## config.mk

```make
export PLATFORM = sky130hd
export DESIGN_NAME = sca_merge
export DESIGN_NICKNAME = d
export VERILOG_FILES = /design/src/sv/sca_pkg.sv /design/src/sv/sca_merge.sv
export SDC_FILE = /design/constraint.sdc
export NUM_CORES = 1
export LEC_CHECK = 0
export BUFFER_PORTS_ARGS = -buffer_cell sky130_fd_sc_hd__buf_2
export CAP_MARGIN = 20
export CORE_MARGIN = 5
export CORE_UTILIZATION = 59
export CTS_CLUSTER_DIAMETER = 30
export DETAILED_ROUTE_END_ITERATION = 16
export PLACE_DENSITY = 0.82
export SLEW_MARGIN = 10
export SYNTH_ARGS = -nofsm -noshare
export SYNTH_HDL_FRONTEND = slang
export SYNTH_SLANG_ARGS = --single-unit
export TNS_END_PERCENT = 10
```

## constraint.sdc

```tcl
create_clock -name clk -period 13.5 [get_ports clk]
set_clock_uncertainty 0.15 [all_clocks]
set_input_delay 2.7 -clock clk [delete_from_list [all_inputs] [get_ports clk]]
set_output_delay 2.7 -clock clk [all_outputs]
set_load 0.05 [all_outputs]
```

## src/sv/sca_pkg.sv

```systemverilog
// Shared types, constants and the unit conversion for the strip chart autoscaler.
package sca_pkg;

  localparam int CHANNELS      = 4;
  localparam int HISTORY_DEPTH = 100;
  localparam int CH_W          = (CHANNELS > 1) ? $clog2(CHANNELS) : 1;

  localparam logic signed [15:0] INVALID_CODE = 16'sd32760;
  localparam logic signed [15:0] KELVIN_OFS   = 16'sd2732;
  localparam logic signed [15:0] FAHR_OFS     = 16'sd320;
  localparam logic [16:0]        RECIP_10     = 17'd52429;  // 2^19 / 10, rounded up
  localparam logic [16:0]        RECIP_5      = 17'd52429;  // 2^18 / 5, rounded up

  localparam logic [1:0] UNIT_C = 2'd0;
  localparam logic [1:0] UNIT_F = 2'd1;
  localparam logic [1:0] UNIT_K = 2'd2;

  localparam logic REG_UNIT = 1'b0;
  localparam logic REG_SEL  = 1'b1;

  localparam logic [2:0] SEL_ALL = 3'd4;

  // scan control, aligned with the lane memory read data
  typedef struct packed {
    logic clear;
    logic en;
    logic hit;   // address is the newest row
    logic vld;   // row has been written since reset
  } scan_t;

  typedef struct packed {
    logic               vld;
    logic signed [15:0] value;
    logic [7:0]         row;
  } lane_res_t;

  typedef struct packed {
    logic               any;
    logic signed [15:0] lo;
    logic signed [15:0] hi;
  } lane_mm_t;

  typedef struct packed {
    logic signed [15:0] amin;
    logic signed [15:0] amax;
    logic [10:0]        scale;
    logic [2:0]         digits;
    logic [7:0]         pts;
  } merge_res_t;

  // tenths of degree C to the display unit, 16-bit wrap
  function automatic logic signed [15:0] to_unit(input logic signed [15:0] c,
                                                 input logic [1:0] unit);
    logic signed [15:0] t;
    logic [16:0]        mag;
    logic [33:0]        prod;
    logic [16:0]        q;
    logic [15:0]        sq;
    t    = $signed({c[11:0], 4'b0} + {c[14:0], 1'b0});
    mag  = t[15] ? 17'(-{t[15], t}) : {1'b0, t};
    prod = mag * RECIP_10;
    q    = {2'b0, prod[33:19]};
    sq   = t[15] ? 16'(-q) : q[15:0];
    case (unit)
      UNIT_F:  to_unit = $signed(sq + FAHR_OFS);
      UNIT_K:  to_unit = c + KELVIN_OFS;
      default: to_unit = c;
    endcase
  endfunction

endpackage

```

## src/sv/sca_merge.sv

```systemverilog
// Merges lane min/max and derives axis range, scale, digit count and points.
module sca_merge #(
  parameter int HISTORY_DEPTH = sca_pkg::HISTORY_DEPTH,
  parameter int CW = $clog2(HISTORY_DEPTH + 1)
) (
  input  logic                 clk,
  input  logic                 rst,
  input  logic                 start,
  input  sca_pkg::lane_mm_t    mm [sca_pkg::CHANNELS],
  input  logic [CW-1:0]        points_held,
  output sca_pkg::merge_res_t  res,
  output logic                 done
);

  logic               v1, v2;
  logic signed [15:0] glo, ghi, lo2, hi2, amax2;
  logic [16:0]        delta;
  logic [10:0]        sc2;
  logic               g_any;
  logic signed [15:0] c_lo, c_hi;
  logic [16:0]        x;
  logic [30:0]        prod;
  logic [10:0]        sc3;
  logic signed [17:0] hs;
  logic [2:0]         dg;
  logic [CW-1:0]      lim;

  always_comb begin
    g_any = 1'b0;
    c_lo  = 16'sd0;
    c_hi  = 16'sd0;
    for (int i = 0; i < sca_pkg::CHANNELS; i++) begin
      if (mm[i].any) begin
        if (!g_any || mm[i].lo < c_lo) c_lo = mm[i].lo;
        if (!g_any || mm[i].hi > c_hi) c_hi = mm[i].hi;
        g_any = 1'b1;
      end
    end
  end

  assign x    = 17'(delta + 17'd39);
  assign prod = x[16:3] * sca_pkg::RECIP_5;
  assign sc3  = (sc2 == 11'd0) ? 11'd1 : sc2;
  assign hs   = 18'(hi2) + $signed({5'b0, sc3, 2'b0});

  always_comb begin
    if (lo2 < -16'sd999 || hs > 18'sd9999) dg = 3'd4;
    else if (lo2 < -16'sd100 || hs > 18'sd999) dg = 3'd3;
    else dg = 3'd2;
    lim = CW'(HISTORY_DEPTH) - CW'(5 * (dg - 3'd2));
  end

  always_ff @(posedge clk) begin
    if (rst) begin
      v1   <= 1'b0;
      v2   <= 1'b0;
      done <= 1'b0;
    end else begin
      v1   <= start;
      v2   <= v1;
      done <= v2;
    end
    glo   <= c_lo;
    ghi   <= c_hi;
    delta <= 17'(18'(ghi) - 18'(glo));
    lo2   <= glo;
    hi2   <= ghi;
    amax2 <= (18'(ghi) - 18'(glo) < 18'd4) ? glo + 16'sd4 : ghi;
    if (v1) sc2 <= 11'(prod[30:18]);
    if (v2) begin
      res.amin   <= lo2;
      res.amax   <= amax2;
      res.scale  <= sc3;
      res.digits <= dg;
      res.pts    <= 8'((lim < points_held) ? lim : points_held);
    end
  end

endmodule

```

Word level (Yosys, flattened, before mapping)
Cells that the tools add are included.
{"block": "totals", "regBits": 165, "out_inout_bits": 55}
{"block": "op_classes", "n_addsub": 7, "multipliers": 2, "magnitude_cmp": 12, "n_mux": 22, "n_reduce_logical": 12}
{"cell": "2-to-1 mux 16 bit", "count": 15}
{"cell": "greater-than comparator 16 bit", "count": 3}
{"cell": "less-than comparator 16 bit", "count": 3}
{"cell": "subtractor 16 x 16 -> 17 bit", "count": 2}
{"cell": "multiplier 14 x 16 -> 29 bit (second input constant)", "count": 1}
{"cell": "less-than comparator 18 x 3 -> 1 bit (second input constant)", "count": 1}
{"cell": "adder 16 x 14 -> 17 bit", "count": 1}
{"cell": "adder 17 x 6 -> 17 bit (second input constant)", "count": 1}
{"cell": "greater-than comparator 17 x 11 -> 1 bit (second input constant)", "count": 1}
{"cell": "greater-than comparator 17 x 15 -> 1 bit (second input constant)", "count": 1}
{"cell": "adder 16 x 4 -> 16 bit (second input constant)", "count": 1}
{"cell": "less-than comparator 16 x 11 -> 1 bit (second input constant)", "count": 1}
{"cell": "less-than comparator 16 x 8 -> 1 bit (second input constant)", "count": 1}
{"cell": "zero test 11 bit", "count": 1}
{"cell": "2-to-1 mux 11 bit", "count": 1}
{"cell": "logical OR 1 bit", "count": 8}
{"cell": "less-than comparator 7 bit", "count": 1}
{"cell": "multiplier 4 x 4 -> 7 bit (first input constant)", "count": 1}
{"cell": "2-to-1 mux 7 bit", "count": 1}
{"cell": "subtractor 7 bit (first input constant)", "count": 1}
{"cell": "2-to-1 mux 1 bit", "count": 4}
{"cell": "subtractor 3 x 2 -> 4 bit (second input constant)", "count": 1}
{"cell": "zero test 1 bit", "count": 3}
{"cell": "2-to-1 mux 3 bit", "count": 1}

Logic depth before layout (Yosys ltp)
{"block": "depth", "ltp_word": 13, "ltp_mapped": 39, "ltp_nobuf": 29}

Worst setup path before layout
No wires, ideal clock.
{"block": "synth_timing", "kind": "input-to-reg", "start": "in mm[131] in the netlist's numbering", "end": "reg glo[10]", "setup_ns": 0.126, "arrival_ns": 10.648, "required_time_ns": 13.224, "setup_slack_ns": 2.575, "stages": 33, "cell_sequence": "clkbuf_1 clkbuf_1 buf_1 nand2_1 ha_1 and4_1 a2111oi_0 nor2_1 o31ai_2 or2_2 clkbuf_1 clkbuf_1 nand2_1 o21ai_0 inv_1 ha_1 or4b_2 a2111oi_0 o21ai_0 o211ai_1 buf_2 mux2i_1 ha_1 a21o_1 a21o_1 a21o_1 a21o_1 a21o_1 a221o_1 a21oi_1 a31oi_2 buf_2 mux2i_1"}
{"block": "synth_via", "elab_chain_len": 13}
{"element": "start, declared", "line_no": "sca_merge.sv:9", "text": "input sca_pkg::lane_mm_t mm [sca_pkg::CHANNELS],"}
{"element": "2-to-1 mux 16 bit or 2-to-1 mux 1 bit (tied branches)", "line_no": "sca_merge.sv:33", "text": "if (mm[i].any) begin"}
{"element": "less-than comparator 16 bit or zero test 1 bit (tied branches)", "line_no": "sca_merge.sv:34", "text": "if (!g_any || mm[i].lo < c_lo) c_lo = mm[i].lo;"}
{"element": "logical OR 1 bit", "line_no": "sca_merge.sv:34"}
{"element": "2-to-1 mux 16 bit", "line_no": "sca_merge.sv:34"}
{"element": "2-to-1 mux 16 bit", "line_no": "sca_merge.sv:33"}
{"element": "less-than comparator 16 bit", "line_no": "sca_merge.sv:34"}
{"element": "logical OR 1 bit", "line_no": "sca_merge.sv:34"}
{"element": "2-to-1 mux 16 bit", "line_no": "sca_merge.sv:34"}
{"element": "2-to-1 mux 16 bit", "line_no": "sca_merge.sv:33"}
{"element": "less-than comparator 16 bit", "line_no": "sca_merge.sv:34"}
{"element": "logical OR 1 bit", "line_no": "sca_merge.sv:34"}
{"element": "2-to-1 mux 16 bit", "line_no": "sca_merge.sv:34"}
{"element": "2-to-1 mux 16 bit (*)", "line_no": "sca_merge.sv:33"}
{"element": "named net c_lo[10]", "line_no": "sca_merge.sv:20", "text": "logic signed [15:0] c_lo, c_hi;"}
{"element": "end signal, assigned", "line_no": "sca_merge.sv:63", "text": "glo <= c_lo;"}
{"element": "end, declared", "line_no": "sca_merge.sv:16", "text": "logic signed [15:0] glo, ghi, lo2, hi2, amax2;"}
Mark *: on every way through the listed nets, which the timed path passes. The rest lies on a longest branch.
A chain may end at the register's enable or synchronous reset.

Final worst setup path
{"block": "layout_timing", "start": "in mm[131] in the netlist's numbering", "end": "reg glo[8]"}
The elaborated chain is that of the path after synthesis.

==> run metrics <==
status=completed; synth top area cells=ha_1, dfxtp_1, edfxtp_1, fa_1, inv_1; share of layout cells above drive strength 1=0.176; grt ovf=0; Critical Path RT=13.64 ns; RSZ-0062 raised after global routing=no; library cells used by synthesis=80; clk buf depth=2; final setup violation count=0; Main synth FF type=dfxtp_1; register area share after synthesis=0.280; Total GRT Usage=0.269; die footprint=26600 um^2; Largest stage delay, worst path=0.82 ns; global-route wire length before repair=57600 um; vias=11600; Period Utilization, post-route=0.819; H-tree depth=4; fraction of registers with async set/reset=0; Cell Count Post-Placement=1916; CP Data Arrival Time=11.20 ns; largest net degree at the start of global routing=55; top-area cell type share of the netlist area=0.202; vias in the first global route=11700; largest area contributor in the synthesized netlist=ha_1; critical path's top delay family=compound AO/OA/AOI/OAI gates; final setup TNS=0 ns; die height=163 um; Worst-Skew Late Latency=0.43 ns; final wirelength=35600 um; initial antenna violation count=3; Max-Cap Viols=0; cts repair resizes=0; initial core utilization=0.596; WL/cell=18.3 um; WS Path Type=in2reg; DP HPWL=29300 um; warnings from Yosys=0; Max-Slew Margin vs Limit=0.343; Boundary Pins=197; placed cell area=15100 um^2; Final Hold Viols=0; critical path buffer and inverter count=4; gpl congestion=0.942; Max Slew Vio Count=0; combined area of all synthesized cells=13900 um^2; Port Buf Inserts=195; cells after synthesis=1439; row count=56; nets=2039; FMAX=90.5 MHz; Syn Nets=1861; clock root buffer=clkbuf_16; total iterations of the first detailed-routing run=5; fill count=1836; Hold Path Class=reg2reg; CTS tree=yes; Post-Layout Inst Area=15700 um^2; total clock sinks=162; Final Non-Filler Cells=1949; crit end category=register; # hold bufs at CTS=0; Least-Margin Pin Slew=0.981 ns; width of the die=163 um; Startpoint Class=primary input; # DRC=0; DR iter-0 viols=931; Core Region=23300 um^2; Ant. Diodes=0; Setup Fix Bufs, Post-CTS=0; Tmin final=11.05 ns; Reg clk slew, reported paths=0.07 ns; Syn Area/Cell=9.63 um^2; Seq cells post-synth=162; area growth from synthesis to layout=13.3%; Post-synth EDFFs=64; CP max-delay cell=o31ai_2; post-route ant nets=0; CTS Buf Count=17; vias per inst=5.95; worst hold slack=0.210 ns; Critical Path Fanout Max=49
metal layers:
| metal | global-route usage | part of all wire |
|---|---|---|
| met5 | 0 | 0.00056 |
| met4 | 0.116 | 0.037 |
| met3 | 0.0512 | 0.082 |
| met2 | 0.459 | 0.48 |
| met1 | 0.334 | 0.40 |
flip-flops by register name (all words and copies together) (netlist names), 11 cells and up:
| register | flops |
|---|---|
| glo | 16 |
| amax2 | 16 |
| delta | 17 |
| lo2 | 16 |
| sc2 | 11 |
| hi2 | 14 |
| ghi | 16 |
| res | 53 |
kinds of logic after synthesis:
| group | Yosys count | synth area share |
|---|---|---|
| mux | 77 | 0.0583 |
| compound gates | 305 | 0.158 |
| flops | 162 | 0.280 |
| other cells | 1 | 0.000271 |
| buf+inv | 217 | 0.0604 |
| simple gates | 345 | 0.126 |
| fa+ha+maj | 280 | 0.283 |
| xor+xnor | 52 | 0.0329 |
area by class of cell:
type | instances | area, um^2 | share of cell area
multi-input cells | 1060 | 9140 | 0.582
inverters | 173 | 649 | 0.0414
well taps | 319 | 399 | 0.0254
clock buffers | 18 | 429 | 0.0273
flip-flops and latches | 162 | 3880 | 0.248
repair buffers | 203 | 1040 | 0.0665
clock inverters | 14 | 149 | 0.00949
placed cells by master (no fill, tap or decap), types with 9 or more instances in the layout:
cell type and instances:
ha_1 224, buf_2 195, inv_1 172, nand2_1 107, dfxtp_1 97, nor2_1 66
edfxtp_1 64, fa_1 56, o21ai_0 54, a21oi_1 47, mux2i_1 47, nand3_1 37
a21o_1 37, xnor2_1 37, mux2_2 29, nand4_1 25, o211ai_1 23, nor2b_1 19
clkbuf_16 17, o21a_1 16, nor3_1 16, xor2_1 15, a22oi_1 13, nor4_1 11
a32o_1 11, o221ai_1 11, or2_2 10, a211oi_1 9, a2111oi_0 9, nand2b_1 9
worst paths after layout:
path	slack, ns	end	start	depth (start not counted)
worst min register to register	0.21	lo2[7]	glo[7]	0
worst min-delay path	0.21	lo2[7]	glo[7]	0
worst max-delay path	2.45	glo[8]	mm[131]	27
worst max register to register	5.29	sc2[9]	delta[0]	25
metrics by stage:
stage	worst slack [ns]	util
after global placement	2.31	0.648
after CTS	2.55	0.674
after detailed placement	2.14	0.649
final	2.45	0.675
after global routing	1.91	0.675
after floorplan	2.58	-
worst reg2reg max path: stages (launching register included):
cell      delay [ns]
dfxtp_1         0.34
o31a_1          0.23
a21oi_1         0.12
nor2b_1         0.22
nand3_1         0.15
nor2_1          0.23
nand3_1         0.15
nor2_1          0.26
nand4_1         0.15
xnor2_1         0.34
ha_1            0.34
fa_1            0.60
fa_1            0.54
fa_1            0.57
fa_1            0.46
fa_1            0.49
ha_1            0.31
nand4_1         0.14
a211oi_1        0.34
o311ai_0        0.38
a21oi_1         0.41
nand4_1         0.15
and4_1          0.20
o31ai_1         0.37
a21oi_1         0.15
xnor2_1         0.15
synth_stat cells, drive strengths merged, types with 30 or more instances:
cell,number
a21o,37
a21oi,47
clkbuf,36
dfxtp,98
edfxtp,64
fa,56
ha,224
inv,173
mux2,30
mux2i,47
nand2,107
nand3,37
nor2,66
o21ai,54
xnor2,37
Power is left out: the tool's default activity adds up to more than one toggle a clock period on the data nets, which glitch-free logic cannot reach.
