==> src/sv/sca_pkg.sv <==
// Shared types, constants and the unit conversion for the strip chart autoscaler.
package sca_pkg;

  localparam int CHANNELS      = 4;
  localparam int HISTORY_DEPTH = 100;
  localparam int CH_W          = (CHANNELS > 1) ? $clog2(CHANNELS) : 1;

  localparam logic signed [15:0] INVALID_CODE = 16'sd32760;
  localparam logic signed [15:0] KELVIN_OFS   = 16'sd2732;
  localparam logic signed [15:0] FAHR_OFS     = 16'sd320;
  localparam logic [16:0]        RECIP_10     = 17'd52429;  // 2^19 / 10, rounded up
  localparam logic [16:0]        RECIP_5      = 17'd52429;  // 2^18 / 5, rounded up

  localparam logic [1:0] UNIT_C = 2'd0;
  localparam logic [1:0] UNIT_F = 2'd1;
  localparam logic [1:0] UNIT_K = 2'd2;

  localparam logic REG_UNIT = 1'b0;
  localparam logic REG_SEL  = 1'b1;

  localparam logic [2:0] SEL_ALL = 3'd4;

  // scan control, aligned with the lane memory read data
  typedef struct packed {
    logic clear;
    logic en;
    logic hit;   // address is the newest row
    logic vld;   // row has been written since reset
  } scan_t;

  typedef struct packed {
    logic               vld;
    logic signed [15:0] value;
    logic [7:0]         row;
  } lane_res_t;

  typedef struct packed {
    logic               any;
    logic signed [15:0] lo;
    logic signed [15:0] hi;
  } lane_mm_t;

  typedef struct packed {
    logic signed [15:0] amin;
    logic signed [15:0] amax;
    logic [10:0]        scale;
    logic [2:0]         digits;
    logic [7:0]         pts;
  } merge_res_t;

  // tenths of degree C to the display unit, 16-bit wrap
  function automatic logic signed [15:0] to_unit(input logic signed [15:0] c,
                                                 input logic [1:0] unit);
    logic signed [15:0] t;
    logic [16:0]        mag;
    logic [33:0]        prod;
    logic [16:0]        q;
    logic [15:0]        sq;
    t    = $signed({c[11:0], 4'b0} + {c[14:0], 1'b0});
    mag  = t[15] ? 17'(-{t[15], t}) : {1'b0, t};
    prod = mag * RECIP_10;
    q    = {2'b0, prod[33:19]};
    sq   = t[15] ? 16'(-q) : q[15:0];
    case (unit)
      UNIT_F:  to_unit = $signed(sq + FAHR_OFS);
      UNIT_K:  to_unit = c + KELVIN_OFS;
      default: to_unit = c;
    endcase
  endfunction

endpackage

==> src/sv/sca_div.sv <==
// Restoring divider, one quotient bit per cycle, for the pixel row offset.
module sca_div (
  input  logic        clk,
  input  logic        rst,
  input  logic        start,
  input  logic [15:0] dividend,
  input  logic [10:0] divisor,
  output logic [15:0] quotient,
  output logic        done
);

  logic        busy;
  logic [3:0]  cnt;
  logic [10:0] rem;
  logic [11:0] rs;
  logic        fits;

  assign rs   = {rem, quotient[15]};
  assign fits = rs >= {1'b0, divisor};

  always_ff @(posedge clk) begin
    if (rst) begin
      busy <= 1'b0;
      done <= 1'b0;
      cnt  <= '0;
    end else begin
      done <= 1'b0;
      if (start) begin
        busy <= 1'b1;
        cnt  <= '0;
      end else if (busy) begin
        cnt <= cnt + 4'd1;
        if (cnt == 4'd15) begin
          busy <= 1'b0;
          done <= 1'b1;
        end
      end
    end
  end

  always_ff @(posedge clk) begin
    if (start) begin
      quotient <= dividend;
      rem      <= '0;
    end else if (busy) begin
      quotient <= {quotient[14:0], fits};
      rem      <= fits ? 11'(rs - {1'b0, divisor}) : rs[10:0];
    end
  end

endmodule

==> src/sv/sca_lane.sv <==
// One channel lane: history memory, conversion, min/max scan and row divide.
module sca_lane #(
  parameter int HISTORY_DEPTH = sca_pkg::HISTORY_DEPTH,
  parameter int AW = $clog2(HISTORY_DEPTH)
) (
  input  logic                clk,
  input  logic                rst,
  input  logic [1:0]          unit,
  input  logic                wr_en,
  input  logic [AW-1:0]       wr_addr,
  input  logic signed [15:0]  wr_data,
  input  logic [AW-1:0]       rd_addr,
  input  sca_pkg::scan_t      scan,
  input  logic                div_start,
  input  logic signed [15:0]  amin,
  input  logic [10:0]         scale,
  output sca_pkg::lane_mm_t   mm,
  output sca_pkg::lane_res_t  res,
  output logic                div_done
);

  logic signed [15:0] mem [HISTORY_DEPTH];
  logic signed [15:0] rdata;
  logic signed [15:0] cv;
  logic               c_en, c_hit, c_ok;
  logic signed [15:0] lat_val;
  logic               lat_vld;
  logic [15:0]        quo;
  logic [15:0]        dvd;

  always_ff @(posedge clk) begin
    if (wr_en) mem[wr_addr] <= wr_data;
    rdata <= mem[rd_addr];
  end

  // convert stage
  always_ff @(posedge clk) begin
    if (rst) begin
      c_en <= 1'b0;
    end else begin
      c_en <= scan.en;
    end
    c_hit <= scan.hit;
    c_ok  <= scan.vld && (rdata != sca_pkg::INVALID_CODE);
    cv    <= sca_pkg::to_unit(rdata, unit);
  end

  // accumulate stage
  always_ff @(posedge clk) begin
    if (rst || scan.clear) begin
      mm.any  <= 1'b0;
      lat_vld <= 1'b0;
    end else if (c_en) begin
      if (c_ok) begin
        mm.any <= 1'b1;
        if (!mm.any || cv < mm.lo) mm.lo <= cv;
        if (!mm.any || cv > mm.hi) mm.hi <= cv;
      end
      if (c_hit) lat_vld <= c_ok;
    end
    if (c_en && c_hit) lat_val <= cv;
  end

  assign dvd = lat_vld ? 16'(lat_val - amin) : 16'd0;

  sca_div u_div (
    .clk      (clk),
    .rst      (rst),
    .start    (div_start),
    .dividend (dvd),
    .divisor  (scale),
    .quotient (quo),
    .done     (div_done)
  );

  assign res.vld   = lat_vld;
  assign res.value = lat_vld ? lat_val : 16'sd0;
  assign res.row   = lat_vld ? 8'(8'd60 - quo[7:0]) : 8'd0;

endmodule

==> config.mk <==
export PLATFORM = sky130hd
export DESIGN_NAME = sca_lane
export DESIGN_NICKNAME = d
export VERILOG_FILES = /design/src/sv/sca_pkg.sv /design/src/sv/sca_div.sv /design/src/sv/sca_lane.sv
export SDC_FILE = /design/constraint.sdc
export NUM_CORES = 2
export LEC_CHECK = 0
export BUFFER_PORTS_ARGS = -buffer_cell sky130_fd_sc_hd__buf_2
export CORE_MARGIN = 5
export CORE_UTILIZATION = 30
export CTS_BUF_LIST = sky130_fd_sc_hd__clkbuf_8
export DETAILED_ROUTE_END_ITERATION = 8
export SLEW_MARGIN = 10
export SYNTH_ARGS = -nofsm -noshare
export SYNTH_HDL_FRONTEND = slang
export SYNTH_SLANG_ARGS = --single-unit
==> constraint.sdc <==
create_clock -name clk -period 8.91 [get_ports clk]
set_input_delay 0.891 -clock clk [delete_from_list [all_inputs] [get_ports clk]]
set_output_delay 0.891 -clock clk [all_outputs]
set_load 0.02 [all_outputs]
### Yosys cells after proc, flatten, opt, wreduce, memory -nomap -nowiden

Memories as Yosys holds them, arrays and structs flattened. A register that Yosys moved wholly into a read port is not among the register bits.
Index checks and enable logic that the tools add are counted.

* $add $sub $neg: 9
* multipliers: 1
* $lt $le $gt $ge: 3
* equality and inequality tests: 4
* mux-type cells: 15
* bitwise operators: 2
* reductions and logical operators: 13

Operators with widths (count)
* $mux W16: 5
* $mul A17 B16 Y33 const B: 1
* $pmux W16 S2: 1
* $mux W17: 1
* $neg A17 Y17: 1
* $add A16 B13 Y16 const B: 1
* $add A16 B16 Y16: 1
* $add A16 B9 Y16 const B: 1
* $gt A16 B16 Y1: 1
* $lt A16 B16 Y1: 1
* $ne A16 B16 Y1 const B: 1
* $neg A14 Y16: 1
* $sub A16 B16 Y16: 1
* $ge A12 B11 Y1: 1
* $mux W11: 1
* $sub A11 B11 Y11: 1
* $mux W8: 1
* $reduce_and A4 Y1: 2
* $sub A6 B8 Y8 const A: 1
* $mux W1: 6
* $add A4 B1 Y4 const B: 1
* $eq A4 B4 Y1 const B: 1
* $reduce_and A2 Y1: 2
* $logic_or A1 B1 Y1: 3
* other kinds (8): 10

* flip-flop bits (word level): 102
* RAM bits: 1600
* input port bits: 67
* output and inout port bits: 59
* logic and storage cells: 62
* memories kept: 1

Memory list
* mem: words 100, width 16, read ports 1, clocked after memory_dff 1, wr ports 1, RTL line sca_lane.sv:22 `logic signed [15:0] mem [HISTORY_DEPTH];`

### Depth between registers and ports, before layout

* depth in word-level cells: 8
* mapped depth: 44
* gate-level depth less buffers: 43

### By module

From an unflattened synthesis, not the netlist that was laid out.

* cell total of the unflattened synthesis: 3841
* area total of the unflattened synthesis: 74328.8 µm²

By module, submodules not included
* sca_lane: times used 1, cells each 3644, area an instance 72285.6 µm², sequential area each 50228.2 µm²
* sca_div: times used 1, cells each 197, area an instance 2043.2 µm², sequential area each 820.8 µm²

### Least setup slack after synthesis

Ideal clock, no wire load.

* kind: reg2reg
* from: register rdata[0], read port of mem
* to: register cv[15]
* library setup time: 116 ps
* arrival: 9531 ps
* required time: 8794 ps
* path slack: -737 ps
* stages on the path, launching flop included: 41
* buffers on the path: 1
* clock period less this slack: 9647 ps
* cell sequence: dfxtp_1 > ha_1 > inv_1 > fa_1 > nor2b_1 > o21ai_0 > nand2b_1 > a21o_1 > a21o_1 > xor2_1 > or4_1 > or3_1 > or4_1 > ha_1 > inv_1 > ha_1 > inv_1 > fa_1 > [... 5 more ...] > inv_1 > ha_1 > buf_2 > nand4_1 > or3_1 > nor2_1 > nor3_1 > a31oi_1 > o311a_1 > o311ai_1 > ha_1 > o221ai_1 > and4b_4 > and2_2 > mux2i_1 > o41a_1 > or4_1 > a41o_1

* longest elaborated chain between the ends: 8
* elaborated cells on any way between the ends: 9
* those cells by class: add/sub (5); mul (1); mux (3)

RTL lines
* start: declaration: RTL line sca_lane.sv:23 `logic signed [15:0] rdata;`
* $add A16 B16 Y16: RTL line sca_pkg.sv:59 `t = $signed({c[11:0], 4'b0} + {c[14:0], 1'b0});`
* $neg A17 Y17: RTL line sca_pkg.sv:60 `mag = t[15] ? 17'(-{t[15], t}) : {1'b0, t};`
* $mux W17: RTL line sca_pkg.sv:60
* $mul A17 B16 Y33: RTL line sca_pkg.sv:61 `prod = mag * RECIP_10;`
* $neg A14 Y16: RTL line sca_pkg.sv:63 `sq = t[15] ? 16'(-q) : q[15:0];`
* $mux W16: RTL line sca_pkg.sv:63
* $add A16 B9 Y16: RTL line sca_pkg.sv:65 `UNIT_F: to_unit = $signed(sq + FAHR_OFS);`
* $pmux W16 S2 *: RTL line sca_pkg.sv:64 `case (unit)`
* end signal: assignment: RTL line sca_lane.sv:45 `cv <= sca_pkg::to_unit(rdata, unit);`
* end: declaration: RTL line sca_lane.sv:24 `logic signed [15:0] cv;`

Mark *: on every way between the ends. The rest lies on a longest branch, timed or not.
A chain may end at the register's enable or synchronous reset.

### Final worst setup path

Same ends and word-level chain as after synthesis.

==> Implementation_results.wiki <==
{| class="wikitable"
! Metric !! Value
|-
| Num rows || ~180
|-
| Gate count after technology mapping || ~3800
|-
| Mean cell area of the mapped netlist || roughly 19 um^2
|-
| Number of slew-limit violations in the final report || 0
|-
| Top cell family by delay on the critical path || adder cells
|-
| Pin count of the biggest net entering global routing || 109
|-
| Mapped cell area || 74100 um^2
|-
| Clock skew after layout || around 100 ps
|-
| CTS root buffer || sky130_fd_sc_hd__clkbuf_8
|-
| GRT Overall Usage || approximately 14%
|-
| Overall die width || about 500 um
|-
| Combined flip-flop and latch cell area || 51100 um^2
|-
| # nets final || around 4700
|-
| Result of the run || complete, but fails checks
|-
| Routed vias/inst || just under 5
|-
| Type of the worst min-delay path || in2reg
|-
| Arr. time, crit path || approximately 9900 ps
|-
| Synthesis-to-finish area growth || 16.0%
|-
| GPL Wtd Cong || 0.829
|-
| Met1 usage || approximately a fifth
|-
| Highest-delay cell along the critical path || sky130_fd_sc_hd__or4_4
|-
| Number of warnings printed during yosys synthesis || 0
|-
| Core region area || 246000 um^2
|-
| Highest fanout seen on the critical path || 4
|-
| 1st-pass router iterations || 5
|-
| Endpoints failing hold || 0
|-
| Number of enable-type register cells in the synthesized netlist || approximately 1700
|-
| Clock insertion delay at the later pin of the skew report || 1000 ps
|-
| Initial DRC count || approximately 3400
|-
| Fmax || 0.110 GHz
|-
| Setup slack after placement || -314 ps
|-
| Ratio of cells with drive above 1 in the final layout || between 30% and 40%
|-
| Register area share after synthesis || 68.9%
|-
| Port buffer count || ~130
|-
| Wire length per cell after detailed routing || roughly 23 um
|-
| Unique cell type count in the Yosys netlist || 89
|-
| Share of the synthesized area in the top cell type || 67.4%
|-
| Max transition margin || between 15 and 20%
|-
| Async S/R FF share, synth || 0%
|-
| Required arrival time at the worst endpoint || roughly 9700 ps
|-
| Starting utilization of the core area || between 30% and 40%
|-
| CTS sink cnt || 1718
|-
| Cts bufs inserted || 292
|-
| Share of the clock period used by the worst path || 102%
|-
| Met2 Usage GRT || 22.1%
|-
| Setup repair after global routing missed its margin || true
|-
| Final HPWL DP || approximately 110000 um
|-
| CTS clock-pin slew for the worst setup and hold paths || ~60 ps
|-
| Number of global-route vias before repair || between 30000 and 40000
|-
| Vias after detailed routing || between 30000 and 40000
|-
| Number of placed instances with taps included || around 7300
|-
| Chip Height || a little over 500 um
|-
| Final setup violation count || 5
|-
| Max Buffers Root-to-Sink || 4
|-
| Min Tclk post-route || 9060 ps
|-
| Register bit total from synthesis || 1718
|-
| Stage delay of the slowest cell on the critical path || just over 600 ps
|-
| Met3 layer usage reported by global route || roughly 3.1%
|-
| Max-Cap Viols || 0
|-
| Buffers and inverters on the worst path || 8
|-
| Multi-input gate area in the final layout || 22100 um^2
|-
| Worst slew pin tran || about 1300 ps
|-
| Most used flip-flop cell after synthesis || sky130_fd_sc_hd__edfxtp_1
|-
| Setup slack of the critical path after layout || -153 ps
|-
| Type of origin of the critical path || flop
|-
| Routed wire length || between 150000 and 200000 um
|-
| Post-route design area || between 80000 and 90000 um^2
|-
| H-tree depth || 5
|-
| Filler cell count in the final layout || between 20000 and 25000
|-
| Drt drc || 0
|-
| Placed cell area || between 80000 and 90000 um^2
|-
| Peak-usage layer in the global routing report || met2
|-
| Remaining global-route overflow || 0
|-
| Synth area leaders || sky130_fd_sc_hd__edfxtp_1 67%, sky130_fd_sc_hd__mux4_2 16%, sky130_fd_sc_hd__ha_1 3.5%, sky130_fd_sc_hd__fa_1 2.3%, sky130_fd_sc_hd__dfxtp_1 1.5%
|-
| Initial antenna violation count || 13
|-
| Violated checks || setup timing
|-
| Type of the setup path with the least slack || reg2reg
|-
| Global-route wire length before repair || 268000 um
|-
| Final non-filler cell total || 7797
|-
| Critical path endpoint category || flop
|-
| Boundary Pins || roughly 130
|-
| Area of the die || roughly 260000 um^2
|-
| Post-route antenna net violation count || 0
|-
| Cell taking the most area after synthesis || sky130_fd_sc_hd__edfxtp_1
|-
| Clock tree from TritonCTS || done
|}
[cell usage after synthesis (all sizes together) (11+ instances only)]
library cell,n
nor2b,21
nand4,20
o22ai,11
mux4,512
and2,41
a21o,42
xnor2,47
nand3,35
buf,54
dfxtp,54
xor2,24
nor3,35
fa,84
a21oi,67
nand2b,17
a211oi,14
mux2,37
ha,207
nand2,94
inv,245
nor2,170
mux2i,20
o21ai,59
clkbuf,105
edfxtp,1664
[path summary, 6_finish.rpt]
path                      start            end  slack, ps  cells past startpoint
setup reg to reg       rdata[0]         cv[15]       -150                     38
hold reg to reg   u_div.rem[10]  u_div.rem[10]        480                      2
hold / removal          scan[3]         mm[32]        210                      2
setup / recovery       rdata[0]         cv[15]       -150                     38
[routing by layer]
layer  part of all wire (%)  routed length [um]  vias up
met4                    2.3                4230        6
met3                    6.8               12500      260
li1                       -                   -    16538
met5                  0.019                  34        -
met2                     47               86000     1256
met1                     44               79900    20242
[cells by family after synthesis]
kind of cell / count (synthesis) / share of synthesized area [%]
XOR/XNOR: 71 / 0.849
AND/OR/NAND/NOR: 486 / 3.22
adder cells (fa/ha/maj): 291 / 5.77
other: 2 / 0.0101
AO/OA/AOI/OAI: 294 / 2.77
buffers and inverters: 406 / 2.08
multiplexers: 569 / 16.4
flip-flops: 1718 / 68.9
[state kept, by name, indices dropped and copies added, names as in the netlist]
register / flops
c_en: 1
c_hit: 1
rdata: 16
cv: 16
u_div.done: 1
mem: 1600
lat_vld: 1
u_div.busy: 1
mm: 33
u_div.rem: 11
lat_val: 16
u_div.cnt: 4
c_ok: 1
u_div.quotient: 16
[stage by stage]
step	setup TNS (ps)	hold WS, ps	util [%]
global placement	-496	447	32.7
detailed placement	-1210	467	32.7
floorplan	0	434	-
finish	-305	215	35.0
global route	-2760	125	34.9
CTS	-314	113	34.8
[final cells by class]
type,instances,area share (%)
Multi-Input combinational cell,1718,25.7
Timing Repair Buffer,402,3.35
Clock inverter,178,0.929
Inverter,247,1.08
Sequential cell,1718,59.4
Clock buffer,303,4.85
Tap cell,3220,4.69
Antenna cell,11,0.0320
[cells in the final DEF, fill, tap and decap left out, types with 17 or more instances in the layout]
master,synthesis,final
sky130_fd_sc_hd__edfxtp_1,1664,1664
sky130_fd_sc_hd__mux4_2,512,512
sky130_fd_sc_hd__inv_1,245,330
sky130_fd_sc_hd__clkbuf_8,0,303
sky130_fd_sc_hd__buf_4,1,282
sky130_fd_sc_hd__ha_1,207,194
sky130_fd_sc_hd__nor2_1,170,133
sky130_fd_sc_hd__buf_2,2,104
sky130_fd_sc_hd__nand2_1,94,93
sky130_fd_sc_hd__fa_1,84,82
sky130_fd_sc_hd__a21oi_1,66,64
sky130_fd_sc_hd__dfxtp_1,54,52
sky130_fd_sc_hd__o21ai_0,55,50
sky130_fd_sc_hd__clkinv_1,2,48
sky130_fd_sc_hd__xnor2_1,47,44
sky130_fd_sc_hd__a21o_1,42,42
sky130_fd_sc_hd__and2_1,40,39
sky130_fd_sc_hd__mux2_2,37,37
sky130_fd_sc_hd__nor2_2,0,35
sky130_fd_sc_hd__nand3_1,31,31
sky130_fd_sc_hd__nor3_1,34,29
sky130_fd_sc_hd__clkinv_2,0,25
sky130_fd_sc_hd__nor2b_1,21,21
sky130_fd_sc_hd__nand4_1,20,20
sky130_fd_sc_hd__mux2i_1,19,18
sky130_fd_sc_hd__nand2b_1,17,17
sky130_fd_sc_hd__xor2_1,23,17
[what timing repair did]
| item | CTS | global route |
|---|---|---|
| endpoints found under the setup margin | 8 | 9 |
| pin swaps | 21 | 20 |
| endpoints found under the hold margin | 1 | 0 |
| hold buffers | 1 | 0 |
| resized for setup | 27 | 35 |
| buffers inserted | 4 | 11 |
Power is left out: the tool's default activity adds up to more than one toggle a clock period on the data nets, which glitch-free logic cannot reach.
